--- src/sv/uart_ring_buffer_port_unit_defines.svh ---
// assertion macros for the serial port buffering block
`ifndef UART_RING_BUFFER_PORT_UNIT_DEFINES_SVH
`define UART_RING_BUFFER_PORT_UNIT_DEFINES_SVH

`ifndef NO_ASSERTIONS
`define URB_ASSERT_SAME(label, clk, rst, ante, cons) \
  label: assert property (@(posedge clk) disable iff (rst) (ante) |-> (cons)) \
    else $error("uart ring buffer check failed");
`define URB_ASSERT_NEXT(label, clk, rst, ante, cons) \
  label: assert property (@(posedge clk) disable iff (rst) (ante) |=> (cons)) \
    else $error("uart ring buffer check failed");
`else
`define URB_ASSERT_SAME(label, clk, rst, ante, cons)
`define URB_ASSERT_NEXT(label, clk, rst, ante, cons)
`endif

`endif

--- src/sv/urb_pkg.sv ---
package urb_pkg;

  localparam int TX_DEPTH = 64;
  localparam int RX_DEPTH = 64;
  localparam int TX_AW = $clog2(TX_DEPTH);
  localparam int RX_AW = $clog2(RX_DEPTH);
  localparam int TX_CW = $clog2(TX_DEPTH + 1);
  localparam int RX_CW = $clog2(RX_DEPTH + 1);
  localparam int TIMER_W = 16;
  localparam int CFG_W = 16;

  localparam logic [TIMER_W-1:0] IDLE_RELOAD_RST = TIMER_W'(10);

  localparam logic [2:0] MODE_HOST_WRITE = 3'd0;
  localparam logic [2:0] MODE_HOST_READ  = 3'd1;
  localparam logic [2:0] MODE_LINE_RX    = 3'd2;
  localparam logic [2:0] MODE_TX_READY   = 3'd3;
  localparam logic [2:0] MODE_TICK       = 3'd4;
  localparam logic [2:0] MODE_START_SEND = 3'd5;

  localparam logic [1:0] ST_OK      = 2'd0;
  localparam logic [1:0] ST_FULL    = 2'd1;
  localparam logic [1:0] ST_EMPTY   = 2'd2;
  localparam logic [1:0] ST_IGNORED = 2'd3;

  localparam logic CFG_IDLE_RELOAD = 1'b0;
  localparam logic CFG_HALF_DUPLEX = 1'b1;

  typedef struct packed {
    logic             we;
    logic [TX_AW-1:0] waddr;
    logic [7:0]       wdata;
    logic             re;
    logic [TX_AW-1:0] raddr;
  } tx_req_t;

  typedef struct packed {
    logic             we;
    logic [RX_AW-1:0] waddr;
    logic [7:0]       wdata;
    logic             re;
    logic [RX_AW-1:0] raddr;
  } rx_req_t;

  typedef struct packed {
    logic       valid;
    logic       pop_tx;
    logic       pop_rx;
    logic [1:0] status;
    logic       line_tx_valid;
    logic       driver_enable;
    logic       sending;
    logic       frame_end;
  } res_t;

endpackage

--- src/sv/urb_ram.sv ---
module urb_ram #(
  parameter int DEPTH = 64,
  parameter int WIDTH = 8
) (
  input  logic                     clk,
  input  logic                     we,
  input  logic [$clog2(DEPTH)-1:0] waddr,
  input  logic [WIDTH-1:0]         wdata,
  input  logic                     re,
  input  logic [$clog2(DEPTH)-1:0] raddr,
  output logic [WIDTH-1:0]         rdata
);

  logic [WIDTH-1:0] mem [DEPTH];

  always_ff @(posedge clk) begin
    if (we) begin
      mem[waddr] <= wdata;
    end
  end

  always_ff @(posedge clk) begin
    if (re) begin
      rdata <= mem[raddr];
    end
  end

endmodule

--- src/sv/urb_ctrl.sv ---
module urb_ctrl (
  input  logic                        clk,
  input  logic                        rst,
  input  logic                        accept,
  input  logic [2:0]                  mode,
  input  logic [7:0]                  data_in,
  input  logic                        cfg_we,
  input  logic                        cfg_index,
  input  logic [urb_pkg::CFG_W-1:0]   cfg_data,
  output urb_pkg::tx_req_t            tx_req,
  output urb_pkg::rx_req_t            rx_req,
  output urb_pkg::res_t               res
);

  import urb_pkg::*;

  logic [TX_AW-1:0]   tx_head, tx_head_next;
  logic [TX_AW-1:0]   tx_tail, tx_tail_next;
  logic [TX_CW-1:0]   tx_count, tx_count_next;
  logic [RX_AW-1:0]   rx_head, rx_head_next;
  logic [RX_AW-1:0]   rx_tail, rx_tail_next;
  logic [RX_CW-1:0]   rx_count, rx_count_next;
  logic [TIMER_W-1:0] idle_timer, idle_timer_next;
  logic               sending_flag, sending_flag_next;
  logic               driver_dir, driver_dir_next;
  logic [TIMER_W-1:0] idle_reload;
  logic               half_duplex;
  logic [1:0]         status;
  logic               pop_tx, pop_rx, push_tx, push_rx, frame_end;

  always_comb begin
    tx_head_next      = tx_head;
    tx_tail_next      = tx_tail;
    tx_count_next     = tx_count;
    rx_head_next      = rx_head;
    rx_tail_next      = rx_tail;
    rx_count_next     = rx_count;
    idle_timer_next   = idle_timer;
    sending_flag_next = sending_flag;
    driver_dir_next   = driver_dir;
    status            = ST_OK;
    pop_tx            = 1'b0;
    pop_rx            = 1'b0;
    push_tx           = 1'b0;
    push_rx           = 1'b0;
    frame_end         = 1'b0;
    unique case (mode)
      MODE_HOST_WRITE: begin
        if (tx_count != TX_CW'(TX_DEPTH)) begin
          push_tx       = 1'b1;
          tx_tail_next  = (tx_tail == TX_AW'(TX_DEPTH - 1)) ? '0 : tx_tail + 1'b1;
          tx_count_next = tx_count + 1'b1;
        end else begin
          status = ST_FULL;
        end
      end
      MODE_HOST_READ: begin
        if (rx_count != '0) begin
          pop_rx        = 1'b1;
          rx_head_next  = (rx_head == RX_AW'(RX_DEPTH - 1)) ? '0 : rx_head + 1'b1;
          rx_count_next = rx_count - 1'b1;
        end else begin
          status = ST_EMPTY;
        end
      end
      MODE_LINE_RX: begin
        if (half_duplex && sending_flag) begin
          status = ST_IGNORED;
        end else begin
          if (rx_count != RX_CW'(RX_DEPTH)) begin
            push_rx       = 1'b1;
            rx_tail_next  = (rx_tail == RX_AW'(RX_DEPTH - 1)) ? '0 : rx_tail + 1'b1;
            rx_count_next = rx_count + 1'b1;
          end else begin
            status = ST_FULL;
          end
          idle_timer_next = idle_reload;
        end
      end
      MODE_TICK: begin
        if (idle_timer != '0) begin
          idle_timer_next = idle_timer - 1'b1;
          frame_end       = (idle_timer == TIMER_W'(1));
        end
      end
      MODE_TX_READY, MODE_START_SEND: begin
        if (mode == MODE_START_SEND) begin
          driver_dir_next = 1'b1;
        end
        if (tx_count != '0) begin
          pop_tx            = 1'b1;
          tx_head_next      = (tx_head == TX_AW'(TX_DEPTH - 1)) ? '0 : tx_head + 1'b1;
          tx_count_next     = tx_count - 1'b1;
          sending_flag_next = 1'b1;
        end else begin
          status            = ST_EMPTY;
          driver_dir_next   = 1'b0;
          sending_flag_next = 1'b0;
        end
      end
      default: begin
      end
    endcase
  end

  always_ff @(posedge clk) begin
    if (rst) begin
      tx_head      <= '0;
      tx_tail      <= '0;
      tx_count     <= '0;
      rx_head      <= '0;
      rx_tail      <= '0;
      rx_count     <= '0;
      idle_timer   <= '0;
      sending_flag <= 1'b0;
      driver_dir   <= 1'b0;
    end else if (accept) begin
      tx_head      <= tx_head_next;
      tx_tail      <= tx_tail_next;
      tx_count     <= tx_count_next;
      rx_head      <= rx_head_next;
      rx_tail      <= rx_tail_next;
      rx_count     <= rx_count_next;
      idle_timer   <= idle_timer_next;
      sending_flag <= sending_flag_next;
      driver_dir   <= driver_dir_next;
    end
  end

  always_ff @(posedge clk) begin
    if (rst) begin
      idle_reload <= IDLE_RELOAD_RST;
      half_duplex <= 1'b0;
    end else if (cfg_we) begin
      unique case (cfg_index)
        CFG_IDLE_RELOAD: idle_reload <= cfg_data[TIMER_W-1:0];
        CFG_HALF_DUPLEX: half_duplex <= cfg_data[0];
        default: begin
        end
      endcase
    end
  end

  // memory requests go out in the accept cycle, read data is registered in the ram and lands in the cycle after
  assign tx_req.we    = accept & push_tx;
  assign tx_req.waddr = tx_tail;
  assign tx_req.wdata = data_in;
  assign tx_req.re    = accept & pop_tx;
  assign tx_req.raddr = tx_head;

  assign rx_req.we    = accept & push_rx;
  assign rx_req.waddr = rx_tail;
  assign rx_req.wdata = data_in;
  assign rx_req.re    = accept & pop_rx;
  assign rx_req.raddr = rx_head;

  assign res.valid         = accept;
  assign res.pop_tx        = pop_tx;
  assign res.pop_rx        = pop_rx;
  assign res.status        = status;
  assign res.line_tx_valid = pop_tx;
  assign res.driver_enable = driver_dir_next;
  assign res.sending       = sending_flag_next;
  assign res.frame_end     = frame_end;

endmodule

--- src/sv/uart_ring_buffer_port_unit.sv ---
// channel   signals                               beat taken when
// command   start, busy, mode, data_in            start high and busy low at clk rise
// result    done, data_out, status, line_tx_valid done high (one cycle, no back-pressure)
//           driver_enable, sending, frame_end
// config    cfg_we, cfg_index, cfg_data           cfg_we high at clk rise
//
// a result shows up in the cycle after its command edge: the cycle of the fifo ram read
// one command per cycle; pointer and flag updates finish in the accept cycle
// busy stays low, results are never held off
// rst (synchronous) empties both fifos and restores idle_reload to 10, half_duplex to 0
`include "uart_ring_buffer_port_unit_defines.svh"

module uart_ring_buffer_port_unit (
  input  logic                      clk,
  input  logic                      rst,
  input  logic                      start,
  output logic                      busy,
  input  logic [2:0]                mode,
  input  logic [7:0]                data_in,
  input  logic                      cfg_we,
  input  logic                      cfg_index,
  input  logic [urb_pkg::CFG_W-1:0] cfg_data,
  output logic                      done,
  output logic [7:0]                data_out,
  output logic [1:0]                status,
  output logic                      line_tx_valid,
  output logic                      driver_enable,
  output logic                      sending,
  output logic                      frame_end
);

  import urb_pkg::*;

  logic       accept;
  tx_req_t    tx_req;
  rx_req_t    rx_req;
  res_t       res;
  res_t       res_q;
  logic [7:0] tx_rdata, rx_rdata;

  assign busy   = 1'b0;
  assign accept = start & ~busy;

  urb_ctrl u_ctrl (
    .clk       (clk),
    .rst       (rst),
    .accept    (accept),
    .mode      (mode),
    .data_in   (data_in),
    .cfg_we    (cfg_we),
    .cfg_index (cfg_index),
    .cfg_data  (cfg_data),
    .tx_req    (tx_req),
    .rx_req    (rx_req),
    .res       (res)
  );

  urb_ram #(.DEPTH(TX_DEPTH), .WIDTH(8)) u_tx_ram (
    .clk   (clk),
    .we    (tx_req.we),
    .waddr (tx_req.waddr),
    .wdata (tx_req.wdata),
    .re    (tx_req.re),
    .raddr (tx_req.raddr),
    .rdata (tx_rdata)
  );

  urb_ram #(.DEPTH(RX_DEPTH), .WIDTH(8)) u_rx_ram (
    .clk   (clk),
    .we    (rx_req.we),
    .waddr (rx_req.waddr),
    .wdata (rx_req.wdata),
    .re    (rx_req.re),
    .raddr (rx_req.raddr),
    .rdata (rx_rdata)
  );

  always_ff @(posedge clk) begin
    if (rst) begin
      res_q <= '0;
    end else begin
      res_q <= res;
    end
  end

  assign done          = res_q.valid;
  assign data_out      = res_q.pop_tx ? tx_rdata : (res_q.pop_rx ? rx_rdata : 8'd0);
  assign status        = res_q.status;
  assign line_tx_valid = res_q.line_tx_valid;
  assign driver_enable = res_q.driver_enable;
  assign sending       = res_q.sending;
  assign frame_end     = res_q.frame_end;

  `URB_ASSERT_NEXT(a_beat_follows, clk, rst, accept, done)
  `URB_ASSERT_SAME(a_single_pop, clk, rst, done, !(res_q.pop_tx && res_q.pop_rx))
  `URB_ASSERT_SAME(a_tx_sets_sending, clk, rst, done && line_tx_valid,
                   sending && status == ST_OK)
  `URB_ASSERT_SAME(a_empty_zero, clk, rst, done && status == ST_EMPTY, data_out == 8'd0)

endmodule
--- config.mk ---
export PLATFORM = sky130hd
export DESIGN_NAME = uart_ring_buffer_port_unit
export DESIGN_NICKNAME = d
export VERILOG_FILES = /design/src/sv/urb_pkg.sv /design/src/sv/urb_ram.sv /design/src/sv/urb_ctrl.sv /design/src/sv/uart_ring_buffer_port_unit.sv
export VERILOG_INCLUDE_DIRS = /design/src /design/src/sv
export SDC_FILE = /design/constraint.sdc
export NUM_CORES = 1
export LEC_CHECK = 0
export BUFFER_PORTS_ARGS = -buffer_cell sky130_fd_sc_hd__buf_2
export CAP_MARGIN = 15
export CORE_MARGIN = 5
export CORE_UTILIZATION = 45
export CTS_BUF_LIST = sky130_fd_sc_hd__clkbuf_2
export DETAILED_ROUTE_END_ITERATION = 10
export PLACE_DENSITY_LB_ADDON = 0.12
export SLEW_MARGIN = 20
export SYNTH_ARGS = -nofsm -noshare
export SYNTH_HDL_FRONTEND = slang
export SYNTH_SLANG_ARGS = --single-unit
--- constraint.sdc ---
create_clock -name clk -period 3 [get_ports clk]
set_input_delay 0.3 -clock clk [delete_from_list [all_inputs] [get_ports clk]]
set_output_delay 0.3 -clock clk [all_outputs]
set_load 0.005 [all_outputs]
==> results of run 1 <==
timing repair:
action	4_1_cts	5_1_grt
resized for setup	4	2
setup buffers	0	0
setup endpoints to repair	7	228
pin swaps	1	0
hold endpoints to repair	1715	0
hold buffers	111	0
path summary, 6_finish.rpt:
check,start,endpoint,slack (ns),cells past startpoint
worst max register to register,u_ctrl.rx_head[1],u_rx_ram.rdata[6],0.22,6
worst min-delay path,mode[2],u_ctrl.idle_timer[0],0.31,5
worst max-delay path,cfg_index,u_ctrl.idle_reload[0],0.02,9
worst min register to register,u_ctrl.idle_timer[9],u_ctrl.idle_timer[9],0.48,2
per-layer routing:
metal | GRT usage [%] | up-vias | part of all wire (%)
met4 | 8.31 | 0 | 3.1
met2 | 36.9 | 827 | 51
met1 | 28.1 | 12900 | 41
met5 | 0 | - | 0
met3 | 3.77 | 210 | 5.0
li1 | - | 11000 | -
report_power, final:
| group | switching [uW] | total, uW | internal (uW) |
|---|---|---|---|
| registers | 49.2 | 17100 | 17100 |
| clock network | 5980 | 10000 | 4010 |
| logic | 662 | 1120 | 453 |
| total | 6700 | 28200 | 21500 |
cell type report:
| type | instances | area [um^2] | share of cell area [%] |
|---|---|---|---|
| inverter | 10 | 37.5 | 0.0731 |
| multi-input combinational | 1125 | 10800 | 21.0 |
| clock inverter | 74 | 375 | 0.731 |
| timing repair buffer | 402 | 3560 | 6.93 |
| clock buffer | 423 | 2120 | 4.12 |
| sequential | 1121 | 32900 | 64.0 |
| antenna | 4 | 10.0 | 0.0195 |
| tap | 1287 | 1610 | 3.14 |
kinds of logic after synthesis:
group | count (synthesis)
flops | 1121
simple gates | 467
compound gates | 307
mux | 307
buf+inv | 154
xor+xnor | 27
fa+ha+maj | 16
other cells | 1
registers in the layout, indices dropped and copies added, names as in the netlist, 7 cells and up:
name	flops
u_ctrl.idle_timer	16
u_ctrl.tx_count	7
u_ctrl.rx_count	7
u_rx_ram.rdata	8
u_tx_ram.mem	512
u_ctrl.idle_reload	16
u_rx_ram.mem	512
u_tx_ram.rdata	8
through the flow:
step / power, uW / instance area [um^2] / setup slack, ns / util (%) / hold slack [ns]
detailed placement: 18500 / 47600 / 0.158 / 48.5 / 0.446
global route: 29500 / 51300 / 0.0223 / 52.3 / 0.251
floorplan: 18000 / 44300 / 0.532 / - / 0.397
finish: 28200 / 51300 / 0.0168 / 52.3 / 0.306
global placement: 18400 / 47600 / 0.198 / 48.5 / 0.446
CTS: 28600 / 51300 / 0.00481 / 52.3 / 0.0335
synth_stat cells (4+ instances only):
cell | n | area (um^2)
sky130_fd_sc_hd__a2111oi_0 | 5 | 43.8
sky130_fd_sc_hd__inv_1 | 9 | 33.8
sky130_fd_sc_hd__buf_1 | 16 | 60.1
sky130_fd_sc_hd__and3_1 | 8 | 50.1
sky130_fd_sc_hd__dfxtp_1 | 81 | 1620
sky130_fd_sc_hd__nor4_1 | 5 | 31.3
sky130_fd_sc_hd__a2bb2oi_1 | 6 | 52.6
sky130_fd_sc_hd__nand4_1 | 5 | 31.3
sky130_fd_sc_hd__nor2b_1 | 29 | 181
sky130_fd_sc_hd__a211o_1 | 10 | 87.6
sky130_fd_sc_hd__a211oi_1 | 37 | 278
sky130_fd_sc_hd__buf_6 | 5 | 56.3
sky130_fd_sc_hd__mux2i_1 | 70 | 701
sky130_fd_sc_hd__or3_1 | 5 | 31.3
sky130_fd_sc_hd__nand2b_1 | 10 | 62.6
sky130_fd_sc_hd__buf_2 | 31 | 155
sky130_fd_sc_hd__ha_1 | 15 | 188
sky130_fd_sc_hd__a21oi_1 | 69 | 345
sky130_fd_sc_hd__o221ai_1 | 10 | 87.6
sky130_fd_sc_hd__buf_4 | 18 | 135
sky130_fd_sc_hd__edfxtp_1 | 1040 | 31200
sky130_fd_sc_hd__nor2_1 | 215 | 807
sky130_fd_sc_hd__a21o_1 | 5 | 37.5
sky130_fd_sc_hd__a31oi_1 | 4 | 25.0
sky130_fd_sc_hd__nand3_1 | 20 | 100
sky130_fd_sc_hd__o22ai_1 | 22 | 138
sky130_fd_sc_hd__mux4_2 | 234 | 5270
sky130_fd_sc_hd__or2_2 | 5 | 31.3
sky130_fd_sc_hd__a22o_1 | 22 | 193
sky130_fd_sc_hd__nand3b_1 | 11 | 82.6
sky130_fd_sc_hd__nor3_1 | 33 | 165
sky130_fd_sc_hd__nand2_1 | 95 | 357
sky130_fd_sc_hd__xnor2_1 | 12 | 105
sky130_fd_sc_hd__a22oi_1 | 52 | 390
sky130_fd_sc_hd__clkbuf_1 | 74 | 278
sky130_fd_sc_hd__and2_1 | 6 | 37.5
sky130_fd_sc_hd__xor2_1 | 15 | 131
sky130_fd_sc_hd__a221oi_1 | 8 | 70.1
sky130_fd_sc_hd__o21ai_0 | 36 | 180
sky130_fd_sc_hd__o21bai_1 | 4 | 30.0
worst max-delay path, delay by kind of cell:
kind	cells	cell delay [ns]
AO/OA/AOI/OAI	1	0.14
AND/OR/NAND/NOR	2	0.85
buffers and inverters	6	3.01
==> qor.log, run 1 <==
[setup_path] critical path required time 4.31 ns
[setup_path] critical path data arrival time 4.30 ns
[floorplan] Die Y-Extent 324 um
[synthesis] net count after synthesis 2,448
[power_and_ir_drop] Peak VDD IR 0.327 mV
[power_and_ir_drop] power density normalized to cell area 550 nW/um^2
[grt] leftover overflow at the end of global routing 0
[setup_path] Max Fanout on Critical Path 16
[routing] final wirelength 113,000 um
[outcome] violations in the final reports design-rule violations
[grt] largest net degree at the start of global routing 129
[layout] ratio of cells with drive above 1 in the final layout 32.0%
[floorplan] Core Footprint 98,100 um^2
[setup_path] CP Launch Type input port
[layout] fillcell total 8,046
[synthesis] share of flip-flops with an asynchronous set or reset after synthesis 0%
[placement] total instance count after detailed placement 3,835
[synthesis] syn avg cell area 18.5 um^2
[layout] P&R area growth vs syn 15.8%
[layout] leading cell type in the layout, fill and taps excluded sky130_fd_sc_hd__edfxtp_1
[sta] final slew viol count 0
[setup_path] path type of the worst setup path in2reg
[synthesis] Post-synth EDFFs 1,040
[synthesis] mux contribution to synthesized area 13.5%
[setup_path] worst path cell trace dlygate4sd3_1 > buf_2 > dlygate4sd3_1 > nor2b_1 > dlygate4sd3_1 > nand2_1 > dlygate4sd3_1 > a21oi_1 > dlygate4sd3_1
[synthesis] primary flip-flop cell chosen by synthesis mapping sky130_fd_sc_hd__edfxtp_1
[synthesis] Gate Count Post-Synth 2,400
[floorplan] die extent in x 324 um
[sta] sum of negative setup slack 0 ns
[clock_network] cell at the root of the clock tree sky130_fd_sc_hd__clkbuf_2
[layout] most frequent cells in the layout sky130_fd_sc_hd__edfxtp_1, sky130_fd_sc_hd__clkbuf_2, sky130_fd_sc_hd__mux4_2
[sta] final worst clock skew 0.114 ns
[synthesis] Cell variety after synth 72
[clock_network] count of H-tree levels built during CTS 5
[layout] fin nets 3,004
[hold_path] class of the tightest hold or removal check in2reg
[setup_path] Critical Path Max Stage Delay 0.78 ns
[sta] fraction of the cycle the final worst path needs 99.4%
[synthesis] fraction of the mapped netlist area in compound gates 4.82%
[sta] Worst Tran Pin Value 1.14 ns
[placement] global placement routability congestion 0.845
[clock_network] TritonCTS sink count 1,121
[clock_network] number of buffers on the longest clock path 4
[synthesis] combinational family with the most area after synthesis multiplexers
[sta] Max Freq 335 MHz
[outcome] outcome complete, but fails checks
[run] count of max-cap constraint violations 0
[setup_path] Max stage delay cell, worst path sky130_fd_sc_hd__nor2b_1
[clock_network] number of buffers added by the clock tree synthesis step 296
[grt] number of antenna violations at the first check in global routing 3
[synthesis] sequential-to-total area share from yosys stat 74.1%
[routing] Routed WL per cell 25.4 um
[synthesis] FF+latch count, synth 1,121
[sta] number of hold-slack violations in the final timing report 0
[sta] final count of negative-setup-slack endpoints 0
[placement] DP Wirelength 69,800 um
[power_and_ir_drop] Lkg Pwr 0.0169 uW
[grt] vias in the first global route 26,300
[sta] final critical delay including setup and external delays 2.98 ns
[floorplan] initial standard-cell utilization of the core 45.2%
[clock_network] clock latency of the later-clocked register in the worst-skew pair 1.44 ns
[floorplan] floorplan die area 105,000 um^2
[clock_network] clock-pin slew on the worst setup and hold paths 0.10 ns
[routing] number of iterations in the first detailed-routing pass 8
[grt] gr usage total 21.7%
[synthesis] synthesized-area fraction occupied by adder cells 0.469%
[clock_network] CTS tree built
[grt] wire length of the first global-routing pass 168,000 um
[routing] final routed DRC violation total 2
[synthesis] count of warnings emitted by yosys 0
[layout] count of non-filler cells in the finished layout 4,446
[sta] RSZ-0062 raised after global routing false
[setup_path] Setup crit end kind flip-flop
[synthesis] Synth Area in Simple Gates 4.86%
[floorplan] row count 115
[routing] ratio of routed vias to standard cells 5.61
[setup_path] crit-path most repeated cell sky130_fd_sc_hd__dlygate4sd3_1
[sta] Slew Limit Headroom 23.4%
[routing] vias after detailed routing 24,900
[synthesis] summed instance area of the synthesized netlist 44,300 um^2
[placement] number of buffers inserted by port buffering 46
[routing] drt first-iter violations 1,977
[floorplan] I/O pin count 48
[synthesis] Synth Area in XOR/XNOR 0.534%
[routing] post-route antenna net violation count 0
Power figures use the tool's default switching activity.
==> inputs of run 2 (changes only) <==
- HOLD_SLACK_MARGIN: unset -> 0.05
- PLACE_DENSITY_LB_ADDON: 0.12 -> unset
==> qor.log, run 2 (synthesis results as in run 1) <==
[setup_path] critical path data arrival time 4.03 ns [-0.27 ns]
[layout] Regs by FF count u_rx_ram.mem (512), u_tx_ram.mem (512)
[routing] vias after detailed routing 25,000 [+0.49%]
[power_and_ir_drop] clock network fraction of design power 35.9% [+0.5 points]
[sta] final slew viol count 0 [unchanged]
[grt] wire length of the first global-routing pass 167,000 um [-0.83%]
[sta] Max Freq 339 MHz [+1.1%]
[clock_network] cell at the root of the clock tree sky130_fd_sc_hd__clkbuf_2
[clock_network] clock-pin slew on the worst setup and hold paths 0.12 ns [+0.02 ns]
[clock_network] number of buffers on the longest clock path 4 [unchanged]
[layout] count of non-filler cells in the finished layout 4,461 [+0.34%]
[clock_network] post-CTS setup buffer count 0 [unchanged]
[floorplan] Die Y-Extent 324 um [unchanged]
[routing] final routed DRC violation total 0 [-2]
[grt] gr usage total 21.5% [-0.18 points]
[power_and_ir_drop] Peak VDD IR 0.280 mV [-14%]
[clock_network] TritonCTS sink count 1,121 [unchanged]
[power_and_ir_drop] sequential share of power 60.1% [-0.5 points]
[grt] vias in the first global route 26,300 [-0.24%]
[setup_path] Max Fanout on Critical Path 8 [-8]
[setup_path] Setup crit end kind flip-flop
[sta] Slew Limit Headroom 29.5% [+6.1 points]
[setup_path] critical path required time 4.07 ns [-0.24 ns]
[layout] ratio of cells with drive above 1 in the final layout 32.6% [+0.57 points]
[grt] largest net degree at the start of global routing 77 [-40%]
[routing] number of iterations in the first detailed-routing pass 5 [-3]
[layout] P&R area growth vs syn 16.3%
[sta] final count of negative-setup-slack endpoints 0 [unchanged]
[placement] total instance count after detailed placement 3,845 [+0.26%]
[power_and_ir_drop] share of total power in combinational logic 4.0% [about the same]
[routing] Routed WL per cell 24.9 um [-1.6%]
[placement] global placement routability congestion 0.850 [+0.69%]
[layout] most frequent cells in the layout sky130_fd_sc_hd__edfxtp_1, sky130_fd_sc_hd__clkbuf_2, sky130_fd_sc_hd__buf_4
[clock_network] count of H-tree levels built during CTS 5 [unchanged]
[routing] drt first-iter violations 2,411 [+22%]
[setup_path] worst-case register-to-register setup slack 0.16 ns [-0.06 ns]
[sta] fraction of the cycle the final worst path needs 98.4% [-1.1 points]
[clock_network] clock latency of the later-clocked register in the worst-skew pair 1.50 ns [+0.06 ns]
[floorplan] Core Footprint 98,100 um^2 [unchanged]
[setup_path] CP Launch Type input port
[power_and_ir_drop] power density normalized to cell area 553 nW/um^2 [+0.53%]
[routing] post-route antenna net violation count 0 [unchanged]
[grt] leftover overflow at the end of global routing 0 [unchanged]
[layout] leading cell type in the layout, fill and taps excluded sky130_fd_sc_hd__edfxtp_1
[placement] number of buffers inserted by port buffering 46 [unchanged]
[floorplan] die extent in x 324 um [unchanged]
[setup_path] path type of the worst setup path in2reg
[sta] Worst Tran Pin Value 1.05 ns [-0.0906 ns]
[routing] ratio of routed vias to standard cells 5.61 [+0.15%]
[floorplan] I/O pin count 48 [unchanged]
[power_and_ir_drop] net switching power of the design 6690 uW [about the same]
[power_and_ir_drop] Int Pwr 21,800 uW [+1.3%]
[hold_path] class of the tightest hold or removal check in2reg
[power_and_ir_drop] Lkg Pwr 0.0170 uW [+0.68%]
[floorplan] initial standard-cell utilization of the core 45.2% [unchanged]
[sta] final critical delay including setup and external delays 2.95 ns [-0.0321 ns]
[placement] DP Wirelength 69,700 um [-0.21%]
[sta] sum of negative setup slack 0 ns [unchanged]
[floorplan] row count 115 [unchanged]
[outcome] outcome complete, no violations
[power_and_ir_drop] total power consumption of the routed design 28,500 uW [+0.95%]
[run] count of max-cap constraint violations 0 [unchanged]
[floorplan] floorplan die area 105,000 um^2 [unchanged]
[sta] final worst clock skew 0.162 ns [+0.0478 ns]
[routing] final wirelength 111,000 um [-1.3%]
[layout] fillcell total 8,007 [-0.48%]
[layout] fin nets 3,020 [+0.53%]
[sta] number of hold-slack violations in the final timing report 0 [unchanged]
[clock_network] CTS tree built
[clock_network] number of buffers added by the clock tree synthesis step 300 [+1.4%]
[power_and_ir_drop] switching part of the total power 23.5% [-0.25 points]
[grt] number of antenna violations at the first check in global routing 5 [+2]
[sta] RSZ-0062 raised after global routing false
run 2: cell count changes in the layout (fill, tap and decap cells not counted), sizes merged:
cell and change:
clkinv -13, bufinv +2, dlymetal6s4s -1, dlygate4sd3 +1
buf +12, clkbuf +14
run 2: worst paths after layout:
kind,from,end,cells past startpoint
worst max-delay path,mode[2],u_tx_ram.mem[45][6],11
worst min-delay path,cfg_we,u_ctrl.half_duplex,6
worst max register to register,u_ctrl.rx_count[1],u_rx_ram.mem[50][0],7
worst min register to register,u_ctrl.idle_timer[9],u_ctrl.idle_timer[9],2
run 2: repair_timing:
action / 4_1_cts / 5_1_grt
gates cloned: 0 / 0
endpoints found under the setup margin: 8 / 2
hold endpoints to repair: 1894 / 0
pin swaps: 0 / 0
gates resized for setup: 5 / 1
hold buffers: 112 / 0
run 2: critical path, cell delays in order:
cell	delay, ns
sky130_fd_sc_hd__dlygate4sd3_1	0.54
sky130_fd_sc_hd__dlygate4sd3_1	0.54
sky130_fd_sc_hd__buf_2	0.14
sky130_fd_sc_hd__dlygate4sd3_1	0.64
sky130_fd_sc_hd__buf_4	0.20
sky130_fd_sc_hd__or4b_4	0.55
sky130_fd_sc_hd__a31oi_4	0.34
sky130_fd_sc_hd__nand3_1	0.17
sky130_fd_sc_hd__buf_4	0.23
sky130_fd_sc_hd__nor2_1	0.13
sky130_fd_sc_hd__buf_4	0.22
run 2: area by class of cell:
class | instances | area [um^2] | area share, %
Sequential cell | 1121 | 32900 | 63.8
Timing Repair Buffer | 414 | 3700 | 7.18
Antenna cell | 4 | 10.0 | 0.0194
Clock inverter | 63 | 380 | 0.738
Inverter | 10 | 37.5 | 0.0728
Clock buffer | 437 | 2190 | 4.24
Multi-Input combinational cell | 1125 | 10800 | 20.9
Tap cell | 1287 | 1610 | 3.12
run 2: power by group through the flow:
stage | clock [uW] | combinational [uW] | sequential, uW
floorplan | 0 | 496 | 17500
global placement | 0 | 974 | 17500
detailed placement | 0 | 1000 | 17500
CTS | 10600 | 1150 | 17100
global route | 11500 | 1230 | 17100
finish | 10200 | 1140 | 17100
run 2: stage by stage:
| stage | cell area (um^2) | hold slack [ns] | setup WS [ns] | util [%] |
|---|---|---|---|---|
| floorplan | 44300 | 0.397 | 0.532 | - |
| global placement | 47700 | 0.449 | 0.218 | 48.6 |
| detailed placement | 47700 | 0.450 | 0.214 | 48.6 |
| CTS | 51500 | 0.0508 | 0.0170 | 52.5 |
| global route | 51500 | 0.177 | 0.00614 | 52.5 |
| finish | 51500 | 0.252 | 0.0489 | 52.5 |
run 2: routing by layer:
layer	GRT usage (%)	up-vias	wire length, um
met3	4.71	213	7150
met5	0	-	13
met1	28.4	12900	45700
met2	35.3	946	55100
met4	8.19	2	3300
li1	-	11000	-
